[src/slos_pkg.sv]
// Shared constants, command codes and controller/datapath structs for the
// sorted list overlap score unit. No dependencies.
`default_nettype none

package slos_pkg;

  // Store geometry
  localparam int DEPTH  = 1024;
  localparam int ADDR_W = $clog2(DEPTH);
  localparam int CNT_W  = $clog2(DEPTH + 1);
  localparam int VAL_W  = 32;

  // Fixed-point score
  localparam int FRAC_W    = 16;
  localparam int SCORE_W   = FRAC_W + 1;
  localparam int NUM_W     = CNT_W + FRAC_W;
  localparam int DIV_CNT_W = $clog2(NUM_W);

  localparam logic [CNT_W-1:0] FULL_COUNT = CNT_W'(DEPTH);

  // Request commands
  localparam logic [1:0] CMD_APPEND_FIRST  = 2'd0;
  localparam logic [1:0] CMD_APPEND_SECOND = 2'd1;
  localparam logic [1:0] CMD_COMPARE       = 2'd2;

  // Walk index operations
  localparam logic [2:0] O_HOLD = 3'd0;
  localparam logic [2:0] O_ZERO = 3'd1;
  localparam logic [2:0] O_LX   = 3'd2;
  localparam logic [2:0] O_LO   = 3'd3;
  localparam logic [2:0] O_INC  = 3'd4;
  localparam logic [2:0] O_DEC  = 3'd5;

  typedef struct packed {
    logic       accept;
    logic [2:0] o_op;
    logic       rd_prev;
    logic       set_lo;
    logic       set_hi;
    logic       latch_xo;
    logic       p_load;
    logic       p_inc;
    logic       match;
    logic       walk_clear;
    logic       flag_set;
    logic       div_start;
    logic       div_step;
    logic       finish;
  } ctrl_cmd_t;

  typedef struct packed {
    logic lists_empty;
    logic o_ge_lx;
    logic o_zero;
    logic o_gt_hi;
    logic p_ge_ly;
    logic x_ge_first;
    logic x_le_last;
    logic y_eq_xo;
    logic y_gt_xo;
    logic div_last;
    logic out_free;
  } dp_status_t;

endpackage

`default_nettype wire

[src/slos_ctrl.sv]
// Controller state machine: sequences bound search, merge walk and division.
// Depends on slos_pkg.
`default_nettype none

module slos_ctrl (
  input  wire logic                  clk,
  input  wire logic                  rst,
  input  wire logic                  in_valid,
  input  wire logic [1:0]            cmd,
  output logic                       in_stall,
  input  wire slos_pkg::dp_status_t  sts,
  output slos_pkg::ctrl_cmd_t        ctl
);
  import slos_pkg::*;

  localparam logic [3:0] S_IDLE    = 4'd0;
  localparam logic [3:0] S_LO_CHK  = 4'd1;
  localparam logic [3:0] S_LO_CMP  = 4'd2;
  localparam logic [3:0] S_HI_CHK  = 4'd3;
  localparam logic [3:0] S_HI_CMP  = 4'd4;
  localparam logic [3:0] S_M_CHK   = 4'd5;
  localparam logic [3:0] S_M_LATCH = 4'd6;
  localparam logic [3:0] S_P_CHK   = 4'd7;
  localparam logic [3:0] S_P_CMP   = 4'd8;
  localparam logic [3:0] S_DIV     = 4'd9;
  localparam logic [3:0] S_FINISH  = 4'd10;

  logic [3:0] state;
  logic [3:0] state_next;

  assign in_stall = (state != S_IDLE);

  // Next state and datapath commands
  always_comb begin
    state_next = state;
    ctl        = '0;
    ctl.o_op   = O_HOLD;
    unique case (state)
      S_IDLE: begin
        ctl.accept = in_valid;
        if (in_valid && cmd == CMD_COMPARE) begin
          ctl.walk_clear = 1'b1;
          ctl.o_op       = O_ZERO;
          if (sts.lists_empty) begin
            ctl.flag_set = 1'b1;
            state_next   = S_FINISH;
          end else begin
            state_next = S_LO_CHK;
          end
        end
      end
      S_LO_CHK: begin
        if (sts.o_ge_lx) begin
          ctl.flag_set = 1'b1;
          state_next   = S_FINISH;
        end else begin
          state_next = S_LO_CMP;
        end
      end
      S_LO_CMP: begin
        if (sts.x_ge_first) begin
          ctl.set_lo = 1'b1;
          ctl.o_op   = O_LX;
          state_next = S_HI_CHK;
        end else begin
          ctl.o_op   = O_INC;
          state_next = S_LO_CHK;
        end
      end
      S_HI_CHK: begin
        ctl.rd_prev = 1'b1;
        if (sts.o_zero) begin
          ctl.flag_set = 1'b1;
          state_next   = S_FINISH;
        end else begin
          state_next = S_HI_CMP;
        end
      end
      S_HI_CMP: begin
        if (sts.x_le_last) begin
          ctl.set_hi = 1'b1;
          ctl.o_op   = O_LO;
          state_next = S_M_CHK;
        end else begin
          ctl.o_op   = O_DEC;
          state_next = S_HI_CHK;
        end
      end
      S_M_CHK: begin
        if (sts.o_gt_hi) begin
          ctl.div_start = 1'b1;
          state_next    = S_DIV;
        end else begin
          state_next = S_M_LATCH;
        end
      end
      S_M_LATCH: begin
        ctl.latch_xo = 1'b1;
        ctl.p_load   = 1'b1;
        state_next   = S_P_CHK;
      end
      S_P_CHK: begin
        if (sts.p_ge_ly) begin
          ctl.o_op   = O_INC;
          state_next = S_M_CHK;
        end else begin
          state_next = S_P_CMP;
        end
      end
      S_P_CMP: begin
        priority if (sts.y_eq_xo) begin
          ctl.match  = 1'b1;
          ctl.o_op   = O_INC;
          state_next = S_M_CHK;
        end else if (sts.y_gt_xo) begin
          ctl.o_op   = O_INC;
          state_next = S_M_CHK;
        end else begin
          ctl.p_inc  = 1'b1;
          state_next = S_P_CHK;
        end
      end
      S_DIV: begin
        ctl.div_step = 1'b1;
        if (sts.div_last) begin
          state_next = S_FINISH;
        end
      end
      S_FINISH: begin
        if (sts.out_free) begin
          ctl.finish = 1'b1;
          state_next = S_IDLE;
        end
      end
      default: begin
        state_next = S_IDLE;
      end
    endcase
  end

  // State register
  always_ff @(posedge clk) begin
    if (rst) begin
      state <= S_IDLE;
    end else begin
      state <= state_next;
    end
  end

endmodule

`default_nettype wire

[config.mk]
export PLATFORM = sky130hd
export DESIGN_NAME = slos_ctrl
export DESIGN_NICKNAME = d
export VERILOG_FILES = /design/src/slos_pkg.sv /design/src/slos_ctrl.sv
export SDC_FILE = /design/constraint.sdc
export NUM_CORES = 1
export LEC_CHECK = 0
export ABC_CLOCK_PERIOD_IN_PS = 1180
export CAP_MARGIN = 20
export CORE_MARGIN = 2
export CORE_UTILIZATION = 37
export DETAILED_ROUTE_END_ITERATION = 8
export DONT_BUFFER_PORTS = 1
export SETUP_SLACK_MARGIN = 0.05
export SLEW_MARGIN = 5
export SYNTH_ARGS = -nofsm -noshare
export SYNTH_HDL_FRONTEND = slang
export SYNTH_SLANG_ARGS = --single-unit
[constraint.sdc]
create_clock -name clk -period 1.18 [get_ports clk]
set_input_delay 0.177 -clock clk [delete_from_list [all_inputs] [get_ports clk]]
set_output_delay 0.177 -clock clk [all_outputs]
set_load 0.02 [all_outputs]
==> run_results.csv <==
group,metric,value,unit
status,status,"complete, but fails checks",
status,violations,"negative setup slack",
power_and_ir_drop,p_sw,1.86,mW
worst_setup_path,r2r-start,"state[0]",
sta,slew_headroom,0.797,
hold_path,min_path_type,"primary input to register",
global_route,grt_pass1_wl,3730,um
detailed_routing,ant_nets,0,
clocking,clock_sinks,4,
detailed_routing,drc_errors,0,
global_route,grt_pass1_vias,822,
worst_setup_path,cp-end-kind,"output port",
detailed_routing,wl_per_cell,18.0,um
power_and_ir_drop,seq_power_share,0.116,
floorplan,dieArea,0.00200,mm^2
worst_setup_path,cpMaxStageDelayCell,"dfxtp_4",
power_and_ir_drop,p_int,2.20,mW
floorplan,start_util,0.402,
global_route,grtUsageTotal,0.256,
worst_setup_path,cp_cell_sequence,"buf_6 > buf_6 > nand4_1 > inv_2 > or2_4",
global_route,grt_max_degree,13,
logic_synthesis,synth_seq_cells,4,
worst_setup_path,cp_slowest_stage_delay,0.38,ns
sta,fmax,668,MHz
clocking,cts_tree,"done",
sta,drv_slew,0,
power_and_ir_drop,p_leak,0.499,nW
clocking,clkTransAtPathRegs,0.04,ns
finish,fillers,87,
worst_setup_path,startpoint,"state[2]",
logic_synthesis,syn_inst,82,
clocking,insertion_delay,0.24,ns
finish,area_growth,108,%
sta,rsz0062_at_grt,"true",
finish,fin_nets,141,
worst_setup_path,crit_type,"register to output port",
hold_path,min_from,"sts[0]",
sta,setup_violations,21,
detailed_routing,drt_iter0_markers,23,
global_route,grt_overflow,0,
detailed_routing,vias_per_cell,5.86,
placement,port_buffers,0,
floorplan,io_pins,33,
floorplan,core,0.00152,mm^2
worst_setup_path,startpoint_type,"register",
logic_synthesis,synth_area,613,um^2
sta,skew,0.00378,ns
worst_setup_path,cp.arrival,1.32,ns
floorplan,die_h,44.7,um
finish,n_antenna_cell,0,
job,drv_cap,0,
placement,dpl.hpwl,1510,um
logic_synthesis,avgSynthCellArea,7.48,um^2
power_and_ir_drop,switching_share,0.458,
power_and_ir_drop,power_density,3200,mW/mm^2
clocking,htree_levels,1,
floorplan,dieWidth,44.7,um
clocking,numCtsBuffers,3,
power_and_ir_drop,power_frac_clock,0.047,
finish,top_register,"state",
detailed_routing,drt_pass1_iterations,4,
logic_synthesis,ys_warn_count,0,
clocking,cts-root-buf,"clkbuf_4",
worst_setup_path,worst_ep_required_time,1.00,ns
worst_setup_path,critPathMaxFanout,6,
sta,period_minus_slack,1.50,ns
sta,tightest_slew,0.302,ns
clocking,clockBufferDepth,2,
sta,finalHoldViolCount,0,
sta,fin_ws,-0.318,ns
logic_synthesis,synth_cell_types,41,
finish,final_cell_mix,"buf_4 (24), buf_6 (14), a21oi_1 (6)",
global_route,antenna_found_initial,0,
floorplan,placementRows,14,
power_and_ir_drop,comb_power_share,0.837,
sta,worst_hold_slack,0.143,ns
logic_synthesis,synth_nets,98,
finish,largest_reg_flops,4,
power_and_ir_drop,ir_worst_vdd,2410,uV
finish,drive_gt1_frac,0.726,
worst_setup_path,crit_top_cell,"buf_6",
finish,layout_commonest_cell,"buf_4",
sta,final.setup.tns,-4.92,ns
detailed_routing,wl,2520,um
logic_synthesis,yosysSeqAreaShare,0.131,
placement,gp_congestion,0.880,
detailed_routing,via_count,820,
sta,final_min_period_over_clock_period,1.27,
finish,top_regs,"state: 4 flops",
==> cell usage after synthesis, drive strengths merged <==
cell	instances	share of area
and3	4	0.049
nand4b	1	0.014
nor3b	3	0.061
a21oi	8	0.071
nor4b	1	0.024
o21ai	4	0.039
inv	4	0.024
a21o	1	0.012
nand2	3	0.022
a22oi	1	0.012
or3	1	0.010
o32a	2	0.033
o21bai	1	0.031
dfxtp	4	0.13
o22ai	1	0.010
nor2	8	0.053
a2111oi	1	0.014
mux2i	1	0.016
nor3	5	0.041
a31oi	3	0.031
o31ai	1	0.012
nand3	1	0.0082
o2bb2ai	1	0.014
nand2b	6	0.061
o32ai	1	0.027
buf	6	0.078
nand4	1	0.010
and2	3	0.033
nor2b	2	0.020
nand3b	1	0.012
or2	1	0.010
and4	1	0.014
==> layout make-up <==
cell class	instances	area (um^2)	share of cell area
repair buffers	44	443	0.348
clock buffers	4	26.3	0.0206
well taps	16	20.0	0.0157
multi-input cells	68	671	0.527
flip-flops and latches	4	95.1	0.0747
inverters	4	17.5	0.0138
==> path summary, 6_finish.rpt <==
| path | to | slack, ns | depth (start not counted) |
|---|---|---|---|
| max reg2reg | state[3] | -0.25 | 7 |
| min reg2reg | state[2] | 0.69 | 2 |
| max | ctl[13] | -0.32 | 5 |
| min | state[1] | 0.14 | 2 |
==> power by group through the flow <==
stage | clock network, mW | logic, mW | registers, mW
after floorplan | 0 | 1.82 | 0.327
after global placement | 0 | 2.31 | 0.507
after detailed placement | 0 | 2.34 | 0.507
after CTS | 0.200 | 3.16 | 0.445
after global routing | 0.210 | 3.60 | 0.484
final | 0.193 | 3.40 | 0.470
==> worst max-delay path: cells and delay by family (launching register included) <==
family	cells	cell delay, ns
AND/OR/NAND/NOR	2	0.40
buffers and inverters	3	0.31
flip-flops	1	0.38
==> per-stage QoR <==
stage / setup WS (ns) / cells / instance area (um^2) / util / power, mW
2_1_floorplan: -0.100 / 82 / 746 / - / 2.15
3_3_place_gp: -0.155 / 121 / 953 / 0.626 / 2.82
3_5_place_dp: -0.211 / 121 / 953 / 0.626 / 2.85
4_1_cts: -0.334 / 138 / 1200 / 0.787 / 3.81
5_1_grt: -0.361 / 140 / 1270 / 0.835 / 4.29
6_report: -0.318 / 140 / 1270 / 0.835 / 4.07
==> layer usage <==
metal,vias up,track usage,wire [um]
li1,388,-,-
met1,397,0.339,1030
met2,29,0.406,1340
met3,6,0.0320,123
met4,0,0.133,32
met5,-,0,0
==> timing repair <==
action | CTS | global route
endpoints found under the setup margin | 21 | 21
buffers inserted | 12 | 3
pin swaps | 8 | 9
hold buffers | 1 | 0
endpoints found under the hold margin | 4 | 0
gates resized for setup | 29 | 14
==> cells by family after synthesis <==
family / after synthesis / share of synthesized area
buffers and inverters: 10 / 0.102
muxes: 1 / 0.0163
AOI/OAI and AO/OA: 25 / 0.306
DFF: 4 / 0.131
and+or+nand+nor: 42 / 0.445
No activity file was read; power rests on OpenSTA's default activity.
